## src/design/idal_pkg.sv

```systemverilog
// Shared constants and types for the next-fit identifier allocator.
// No dependencies; used by idal_ffs and id_allocator_next_fit_core.
package idal_pkg;

  // bitmap row width and its log
  localparam int WORD_W    = 64;
  localparam int LOG2_WORD = 6;

  // identifier field width on the stream ports
  localparam int ID_W = 13;

  localparam int DEF_FIRST_ID = 300;
  localparam int DEF_NUM_IDS  = 4096;

  // command codes (value 3 is ignored)
  localparam logic [1:0] CMD_ALLOC   = 2'd0;
  localparam logic [1:0] CMD_RELEASE = 2'd1;
  localparam logic [1:0] CMD_QUERY   = 2'd2;

  // status codes
  localparam logic [1:0] ST_OK        = 2'd0;
  localparam logic [1:0] ST_EXHAUSTED = 2'd1;
  localparam logic [1:0] ST_RANGE     = 2'd2;

  typedef enum logic [1:0] {
    S_CLEAR,
    S_IDLE,
    S_LOOK,
    S_DONE
  } state_t;

endpackage

```

## src/design/idal_ffs.sv

```systemverilog
// Find-first-set over one bitmap row: lowest set bit of a candidate mask.
// Depends on idal_pkg.
module idal_ffs (
  input  logic [idal_pkg::WORD_W-1:0]    cand,
  output logic                           found,
  output logic [idal_pkg::LOG2_WORD-1:0] idx
);
  import idal_pkg::*;

  always_comb begin
    idx = '0;
    for (int i = WORD_W - 1; i >= 0; i--) begin
      if (cand[i]) begin
        idx = LOG2_WORD'(i);
      end
    end
  end

  assign found = |cand;

endmodule

```

## config.mk

```make
export PLATFORM = sky130hd
export DESIGN_NAME = idal_ffs
export DESIGN_NICKNAME = d
export VERILOG_FILES = /design/src/design/idal_pkg.sv /design/src/design/idal_ffs.sv
export SDC_FILE = /design/constraint.sdc
export NUM_CORES = 1
export LEC_CHECK = 0
export BUFFER_PORTS_ARGS = -buffer_cell sky130_fd_sc_hd__clkbuf_2
export CELL_PAD_IN_SITES_DETAIL_PLACEMENT = 1
export CELL_PAD_IN_SITES_GLOBAL_PLACEMENT = 1
export CORE_ASPECT_RATIO = 1.25
export CORE_MARGIN = 2
export CORE_UTILIZATION = 26
export DETAILED_ROUTE_END_ITERATION = 12
export MAX_ROUTING_LAYER = met4
export PLACE_DENSITY = 0.81
export SLEW_MARGIN = 30
export SYNTH_ARGS = -nofsm -noshare
export SYNTH_HDL_FRONTEND = slang
export SYNTH_SLANG_ARGS = --single-unit
export TNS_END_PERCENT = 5
```

## constraint.sdc

```tcl
create_clock -name vclk -period 1.9
set_clock_uncertainty 0.05 [all_clocks]
set_input_delay 0.285 -clock vclk [all_inputs]
set_output_delay 0.285 -clock vclk [all_outputs]
set_load 0.01 [all_outputs]
```

==> reports/results.txt, run 1 <==
The run finished, with violations left. The checks that failed: negative setup slack. Power comes to 0.275 mW. Summing the areas of all fa, ha and maj instances in the mapped netlist gives 0% of the synthesized area. The wire length of the first global-routing pass came out at 7180 um. The via count of the first global-routing pass came out at 1705. Based on the critical path, the design can be clocked at up to 486 MHz. Along the worst path, the maximum fanout reaches 2. The area fraction in and, or, nand and nor cells after synthesis came out at 59.4%. After detailed routing, the average wire length per cell comes to 14.8 um. HPWL reported at the end of detailed placement: 3710 um. The measured slew at the worst slew-check pin works out to 0.360 ns. The final critical path takes up 108% of the cycle.

For this run, the share of the core covered by cells in the final layout is 51.9%. In this run the mean area of a mapped cell was 6.12 sq um. For this run the aggregate overflow at the end of global routing stands at 0.

Mean number of vias per cell: 5.51. In the finished design the tool counted flip-flops and latches totalling 0. For the number of failing setup endpoints in the final timing report, the log shows 7. STA classifies the critical path endpoint as an output port.

The logs give 3220 sq um for the total core area and 0 for the clock buffer instance count of the final layout. The logs give 293 for the number of non-filler instances in the completed layout and 18 for the initial DRC count. STA classifies the critical path startpoint as an input port. Of the post-synthesis cell area, the part taken by muxes is 0%.

For the hold buffer count at CTS, the log shows 0. The detailed-router iteration count before antenna repair was 4; the initial cell density of the core was 27.5%. The number of vias after detailed routing is 1615, and the row count is 23.

Of the synthesized area, sequential elements account for 0%. The count of buffers inserted at the top-level ports was 71. In this design, the stage delay of the slowest critical-path cell is 0.56 ns. The finished cells cover 1670 sq um. For the worst setup path, the data required time is 1.56 ns. The synthesized instance count was 145; the share of cells above drive strength 1 was 52.3%. The relative max-transition margin is 75.3%, and the number of primary I/O pins is 71. The tools report the distinct cell type count of the synthesized netlist as 40. The layout filler cell count was 456. The critical path goes through clkbuf_2, or4_4, nor4_4, o211ai_1, o211ai_1, a21boi_1, clkbuf_2. For the total placed instance area, the log shows 1590 sq um. The combinational family with the most area after synthesis is simple AND/OR/NAND/NOR gates. The height of the die is 69.3 um. The post-detailed-route DRC marker count is 0.

The kind of path behind the tightest hold check was input port to output port. The run gives 887 sq um as the post-synthesis instance area. The synthesized netlist devotes 36.4% of its cell area to compound gates.

The largest delay contributor family on the critical path was simple AND/OR/NAND/NOR gates. The overall global routing resource usage came out at 22.3%. The die span in x was 56.2 um. The Yosys step of the flow raised 0 warnings. On the critical path, the stage with the largest delay is an instance of or4_4.

The slack of the critical path was -0.159 ns. The power density over cell area came out at 164 nW/um^2. Summing all multi-input logic gate instances after layout gives 935 sq um. After detailed placement, the design holds a cell count of 293. Entering global routing, the biggest net connects 6 pins.

The number of antenna diodes in the final layout is 0. The xor/xnor share of the synthesized area is 0%, and the minimum period implied by the final worst setup slack is 2.06 ns. The library cell used most frequently in the layout, excluding fill and tap cells, is clkbuf_2. The number of antenna violations at the first check in global routing was 0; the static leakage was 0.760 nW. Routability-driven placement finished with a final weighted congestion of 0.834. Summing all flip-flop and latch instances after layout gives 0 sq um. For the full die area, the log shows 3900 sq um. The area growth from synthesis to layout is 88.7%. The final layout contains routed wiring with a total length of 4340 um. The logs give 80.0 uV for the worst IR drop on VDD and 209 for the synthesized netlist net count.

The tightest hold path in the finished design has a slack of 1.01 ns. Setup repair after global routing could not meet its margin everywhere. The final number of max-transition violations was 0; the post-place setup slack was -0.209 ns. The critical path contains buffers and inverters numbering 2 combined. Across the run, the number of max-cap violations was 0. The residual antenna-violating net count after detailed routing was 0. Data arrives at the worst endpoint at 1.72 ns. After routing, the total negative slack on setup checks comes to -0.642 ns. The number of nets in the final layout is 322, and the number of endpoints with negative hold slack in the final report is 0. In the layout the commonest cells are clkbuf_2 (71), buf_4 (40), nor2_1 (19). The critical path start-end classification was input port to output port.
[cells in the mapped netlist (2+ instances only)]
cell type / number / area, sq um
nor2_1: 19 / 71.3
nor4_1: 16 / 100
nor3_1: 12 / 60.1
a21oi_1: 10 / 50.1
inv_1: 10 / 37.5
nand2_1: 9 / 33.8
nand3_1: 6 / 30.0
o21ai_0: 6 / 30.0
nand2b_1: 4 / 25.0
nor2b_1: 4 / 25.0
o211ai_1: 4 / 30.0
o21a_1: 3 / 22.5
o21bai_1: 3 / 22.5
o31ai_1: 3 / 22.5
or3_1: 3 / 18.8
or4_1: 3 / 22.5
a211oi_1: 2 / 15.0
a21boi_1: 2 / 15.0
a31oi_1: 2 / 12.5
nor4_4: 2 / 42.5
o311ai_1: 2 / 17.5
or4_4: 2 / 22.5
[final cells by class]
class | instances | share of cell area (%)
inverter | 10 | 2.24
tap | 37 | 2.77
multi-input combinational | 135 | 55.8
timing repair buffer | 111 | 39.2
[path summary, 6_finish.rpt]
path / start / endpoint / slack (ns) / depth (start not counted)
worst max-delay path: cand[23] / idx[2] / -0.16 / 7
worst min-delay path: cand[32] / idx[0] / 1.01 / 5
[kinds of logic after synthesis]
family          after synthesis
buf+inv                      10
compound gates               47
simple gates                 88
[metal layers]
metal	routed length, um	track usage, %
met5	0	-
met4	106	3.44
met3	216	1.87
met2	2370	46.0
met1	1640	22.3
[power breakdown]
part | total [mW] | leakage (nW) | internal [mW] | switching (mW)
registers | 0 | 0 | 0 | 0
clock network | 0 | 0 | 0 | 0
logic | 0.275 | 0.760 | 0.139 | 0.137
[repair_timing]
action                                  4_1_cts  5_1_grt
setup buffers                                 0        0
resized for setup                            14        3
endpoints found under the setup margin        7        7
pin swaps                                     8        0
Power figures use the tool's default switching activity.
==> inputs of run 2 (changes only) <==
--- a/config.mk
+++ b/config.mk
@@ -8,8 +8,6 @@
 export BUFFER_PORTS_ARGS = -buffer_cell sky130_fd_sc_hd__clkbuf_2
 export CELL_PAD_IN_SITES_DETAIL_PLACEMENT = 1
 export CELL_PAD_IN_SITES_GLOBAL_PLACEMENT = 1
-export CORE_ASPECT_RATIO = 1.25
-export CORE_MARGIN = 2
 export CORE_UTILIZATION = 26
 export DETAILED_ROUTE_END_ITERATION = 12
 export MAX_ROUTING_LAYER = met4
==> run 2 against run 1 <==
  * The run still ends with negative setup slack left
  * Fmax increased by 1.1%
  * Total power decreased by 3.9%
  * Worst setup slack improved by 0.022 ns
  * Design area decreased by 1.6%
  * Worst hold slack got worse by 0.015 ns
  * Core utilization increased by 0.32 points
  * Wire length decreased by 2.6%
  * Sequential share of layout area unchanged
  * Die area decreased by 6.4%
  * Clock-buffer cell count unchanged
  * Combinational power decreased by 4%
  * Highest routed layer unchanged
==> reports/results.txt, run 2 (same netlist as run 1, synthesis figures left out) <==
The final instance area was 1650 sq um (-1.6%). Layout filler cell count: 465 (+2.0%). The footprint of the multi-input gates is 960 sq um (+2.7%). The run gives 4220 um (-2.6%) as the total wire length after detailed routing. The die span in x is 60.4 um (+7.4%), and the number of endpoints with negative hold slack in the final report is 0 (unchanged). The run gives 0.731 nW (-3.7%) as the static leakage. The met1 track demand over resource in global routing is 27.6% (+5.2 points), and the initial DRC count is 42 (+24). The tools report the number of failing setup endpoints in the final timing report as 7 (unchanged). The library cell used most frequently in the layout, excluding fill and tap cells, is clkbuf_2. The total power was 0.264 mW (-3.9%); the routed wirelength normalized by instance count was 14.5 um (-2.3%). The met2 demand-to-capacity share in global routing came out at 46.0% (about the same). The number of nets in the final layout is 314 (-2.5%), and the detailed-router iteration count before antenna repair is 4 (unchanged). The HPWL reported at the end of detailed placement is 3500 um (-5.7%), and the number of max-cap violations is 0 (unchanged).

The post-placement cell count is 292 (-0.34%), and the final core utilization is 52.3% (+0.32 points). The final number of max-transition violations came out at 0 (unchanged). Worst IR drop on VDD: 64.5 uV (-19%).

Setup repair after global routing could not meet its margin everywhere. Total congestion overflow: 0 (unchanged). The height of the die is 60.4 um (-13%), and the clock buffer instance count of the final layout is 0 (unchanged). The number of antenna violations at the first check in global routing was 0 (unchanged); the number of non-filler instances in the completed layout was 292 (-0.34%). The post-route fraction of the period consumed by the critical path came out at 107% (-1.2 points). For the relative max-transition margin, the log shows 71.5% (-3.9 points). For the total placed instance area, the log shows 1540 sq um (-3.2%). The kind of path behind the tightest hold check is input port to output port. The number of antenna cells inserted is 0 (unchanged). Wire length of the first global-routing pass: 6490 um (-9.7%). The run finished, with violations left. The post-detailed-route DRC marker count is 0 (unchanged), and the final RePlAce weighted congestion is 0.874 (+4.8%).

The endpoint required time on the critical path is 1.56 ns (about the same). The worst setup path is of the input port to output port kind. The minimum period implied by the final worst setup slack came out at 2.04 ns (-0.0224 ns). The number of primary I/O pins was 71 (unchanged); the register area was 0 sq um (unchanged). The largest fanout on the critical path was 3 (+1). For the pin count of the biggest net entering global routing, the log shows 6 (unchanged).

The mean number of vias per cell was 5.38 (-2.3%). The via count of the first global-routing pass came out at 1515 (-11%). The logs give 0.853% (-1.0 points) for the fraction of met3 tracks used by global routing and 28.1% (+0.61 points) for the initial cell density of the core. The flip-flop and latch count came out at 0 (unchanged).

The layer flagged by global routing as most heavily used is met2. The upper clock frequency limit was 491 MHz (+1.1%); the measured slew at the worst slew-check pin was 0.424 ns (+0.0638 ns). The number of vias after detailed routing is 1572 (-2.7%). The tools report the row count as 20 (-13%).

The run gives 3150 sq um (-2.2%) as the total core area. The library cells used most frequently in the layout, excluding fill and tap cells, are clkbuf_2 (70), buf_4 (32), nor2_1 (19). The share of cells above drive strength 1 was 52.0% (-0.33 points); the full die area was 3650 sq um (-6.4%). The slack of the critical path came out at -0.136 ns (+0.0224 ns).

STA classifies the critical path startpoint as an input port. The power density over cell area is 160 nW/um^2 (-2.4%), and the worst hold slack is 0.997 ns (-0.0154 ns). The overall global routing resource usage is 23.4% (+1.1 points), and the residual antenna-violating net count after detailed routing is 0 (unchanged). The checks that failed: negative setup slack. The count of buffers inserted at the top-level ports was 71 (unchanged); the area growth from synthesis to layout was 85.8%. For the critical path data arrival time, the log shows 1.70 ns (-0.02 ns).

The worst setup path is captured at an output port.
[run 2: layer usage]
metal	part of all wire (%)	vias to the layer above
met3	4.5	2
li1	-	787
met4	0.43	0
met1	42	729
met5	0	-
met2	53	54
[run 2: final timing paths]
kind	start	to	slack, ns	cells after the start
worst min-delay path	cand[1]	idx[1]	1.0	5
worst max-delay path	cand[62]	found	-0.14	7
[run 2: area by class of cell]
| class | instances | share of cell area, % |
|---|---|---|
| Multi-Input combinational cell | 135 | 58.2 |
| Tap cell | 44 | 3.34 |
| Inverter | 10 | 2.28 |
| Timing Repair Buffer | 103 | 36.1 |
[run 2: stage by stage]
step	TNS (ns)	worst slack [ns]
finish	-0.680	-0.136
CTS	-0.638	-0.124
detailed placement	-1.07	-0.262
floorplan	0	0.0351
global route	-1.29	-0.211
global placement	-0.597	-0.134
[run 2: timing repair]
item | in CTS | in global routing
gates resized for setup | 14 | 9
setup buffers | 0 | 0
pin swaps | 8 | 1
hold buffers | 0 | 0
hold endpoints to repair | 0 | 0
setup endpoints to repair | 7 | 7
[run 2: where the power goes]
part	switching [mW]	internal, mW	leakage (nW)
sequential	0	0	0
clock	0	0	0
combinational	0.135	0.129	0.731
total	0.135	0.129	0.731
[run 2: critical path, stage by stage]
cell	delay, ns
clkbuf_2	0.10
or4_4	0.56
nor4b_4	0.26
nand3_2	0.15
nor2_4	0.14
nand3b_1	0.08
clkbuf_2	0.13
==> inputs of run 3 (changes only) <==
--- a/config.mk
+++ b/config.mk
@@ -8,6 +8,7 @@
 export BUFFER_PORTS_ARGS = -buffer_cell sky130_fd_sc_hd__clkbuf_2
 export CELL_PAD_IN_SITES_DETAIL_PLACEMENT = 1
 export CELL_PAD_IN_SITES_GLOBAL_PLACEMENT = 1
+export CORE_MARGIN = 10
 export CORE_UTILIZATION = 26
 export DETAILED_ROUTE_END_ITERATION = 12
 export MAX_ROUTING_LAYER = met4
==> run 3 against run 2 <==
  * The flow still finishes with violations (negative setup slack)
  * Wire length rose by 20%
  * Largest cell class unchanged
  * Core utilization fell by 1.2 points
  * Largest power group unchanged
  * Highest routed layer unchanged
  * Sequential cell count did not move
  * Via count rose by 2.4%
==> reports/results.txt, run 3 (same netlist as run 1, synthesis figures left out) <==
The minimum period implied by the final worst setup slack is 2.06 ns (+0.0264 ns), and the total congestion overflow is 0 (unchanged). For the final number of max-transition violations, the log shows 0 (unchanged). The tools report the initial DRC count as 77 (+83%).

The logs give 1.73 ns (+0.03 ns) for the critical path data arrival time and 0 (unchanged) for the hold buffer count at CTS. The share of total power in sequential cells was 0% (unchanged). The final reports fail on negative setup slack.

In the layout the commonest cells are clkbuf_2 (71), buf_4 (39), nor2_1 (18). For the met2 demand-to-capacity share in global routing, the log shows 29.5% (-16 points). The switching power share of the total was 50.7% (-0.44 points); the mean number of vias per cell was 5.35 (-0.65%).

The tools report the residual antenna-violating net count after detailed routing as 0 (unchanged). The number of primary I/O pins is 71 (unchanged), and the flip-flop and latch count is 0 (unchanged). For the worst hold slack, the log shows 1.00 ns (+0.00512 ns). The run gives -0.163 ns (-0.0264 ns) as the slack of the critical path. The routed wirelength normalized by instance count works out to 16.8 um (+16%). The total wire length after detailed routing was 5070 um (+20%); the measured slew at the worst slew-check pin was 0.420 ns (-0.00473 ns). The fraction of met3 tracks used by global routing is 2.85% (+2.0 points). The run gives 1735 (+15%) as the via count of the first global-routing pass.

The kind of path behind the tightest hold check is input port to output port. The tools report the upper clock frequency limit as 485 MHz (-1.3%). Total core area: 3310 sq um (+5.0%). The worst setup path is of the input port to output port kind.

The critical path ends at found. For the endpoint required time on the critical path, the log shows 1.56 ns (about the same). The number of antenna cells inserted came out at 0 (unchanged). The largest fanout on the critical path came out at 3 (unchanged).

The slowest stage of the critical path belongs to the cell or4_4. The run gives 6 (unchanged) as the pin count of the biggest net entering global routing. The share of cells above drive strength 1 works out to 52.2% (+0.14 points). The layer carrying the most global-route usage was met2. The total negative slack for setup checks was -0.847 ns (-0.166 ns); the power density over cell area was 162 nW/um^2 (+1.3%). The number of non-filler instances in the completed layout was 301 (+3.1%). The most frequent standard cell in the layout excluding fill and tap cells is clkbuf_2. Element type at the critical path end: an output port.

The tools report the HPWL reported at the end of detailed placement as 4300 um (+23%). The final RePlAce weighted congestion is 0.878 (+0.38%). The overall global routing resource usage is 15.7% (-7.7 points).

Setup repair after global routing could not meet its margin everywhere. The largest stage delay on the critical path is 0.55 ns (about the same). Number of antenna violations at the first check in global routing: 0 (unchanged). The die span in x came out at 78.4 um (+30%).

The most critical setup path has its startpoint at cand[62]. The met1 track demand over resource in global routing came out at 17.5% (-10 points). For the initial cell density of the core, the log shows 26.8% (-1.3 points). Number of max-cap violations: 0 (unchanged). The number of vias after detailed routing was 1610 (+2.4%); the row count was 21 (+5.0%). For the post-detailed-route DRC marker count, the log shows 0 (unchanged).

STA classifies the critical path startpoint as an input port. The tools report the number of failing setup endpoints in the final timing report as 7 (unchanged). The worst IR drop on VDD is 58.6 uV (-9.2%), and the count of buffers inserted at the top-level ports is 71 (unchanged). The run gives 0.139 mW (+2.9%) as the switching power total. The number of endpoints with negative hold slack in the final report came out at 0 (unchanged).

The clock buffer instance count of the final layout was 0 (unchanged); the area growth from synthesis to layout was 90.4%. For the layout filler cell count, the log shows 489 (+5.2%). The tools report the proportion of power drawn by combinational gates as 100.0% (about the same). The height of the die works out to 78.4 um (+30%).

The number of nets in the final layout was 321 (+2.2%). The clock share of power was 0% (unchanged); the register area was 0 sq um (unchanged). The run gives 301 (+3.1%) as the post-placement cell count. The logs give 0.759 nW (+3.8%) for the static leakage and 4 (unchanged) for the detailed-router iteration count before antenna repair. The tools report the full die area as 6150 sq um (+68%).

The logs give 8080 um (+25%) for the wire length of the first global-routing pass and 0.135 mW (+4.7%) for the cell-internal power. The relative max-transition margin is 71.8% (+0.32 points). The run finished, with violations left. The critical path goes through clkbuf_2, or4_4, nor4b_4, nand3_2, nor2_4, nand3b_1, clkbuf_2. Among the stages of the critical path, the cell type that occurs most often is clkbuf_2.

The post-CTS setup buffer count was 0 (unchanged); the post-route fraction of the period consumed by the critical path was 109% (+1.4 points).
[run 3: cell types whose count changed in the layout (fill, tap and decap cells not counted), sizes merged]
cell    change
clkbuf      +1
buf         +6
[run 3: power by group through the flow]
stage	clock, mW	combinational [mW]	sequential (mW)
final	0	0.274	0
after global placement	0	0.247	0
after floorplan	0	0.0692	0
after CTS	0	0.268	0
after detailed placement	0	0.256	0
after global routing	0	0.301	0
[run 3: critical path, delay by kind of cell]
family	cells	cell delay, ns
and+or+nand+nor	5	1.19
buffers and inverters	2	0.25
[run 3: repair_timing]
action,in CTS,in global routing
resized for setup,16,5
pin swaps,7,1
setup endpoints to repair,7,7
[run 3: final cells by class]
class              count  area [sq um]  share of cell area (%)
repair buffers       110           648                    38.4
inverters             10          37.5                    2.22
multi-input cells    135           946                    56.0
well taps             46          57.6                    3.41
[run 3: stage by stage]
stage,instance area (sq um),power (mW),setup slack (ns),util [%]
6_report,1690,0.274,-0.163,51.0
5_1_grt,1690,0.301,-0.226,51.0
4_1_cts,1670,0.268,-0.178,50.5
3_5_place_dp,1590,0.256,-0.297,48.1
3_3_place_gp,1590,0.247,-0.186,48.1
2_1_floorplan,887,0.0692,0.0351,-
[run 3: worst min path at each step]
| stage | start | endpoint | slack [ns] | cells past startpoint |
|---|---|---|---|---|
| 6_report | cand[3] | idx[3] | 1.00 | 6 |
| 3_3_place_gp | cand[32] | idx[0] | 0.98 | 5 |
| 2_1_floorplan | cand[0] | idx[3] | 0.66 | 3 |
| 4_1_cts | cand[32] | idx[0] | 0.99 | 5 |
| 3_5_place_dp | cand[32] | idx[0] | 0.99 | 5 |
| 5_1_grt | cand[32] | idx[0] | 1.03 | 5 |
[run 3: layer usage]
metal  vias up  wire, um
met5         -         0
met4         0        43
met3         2       308
met2        56      2610
met1       751      2100
li1        801         -
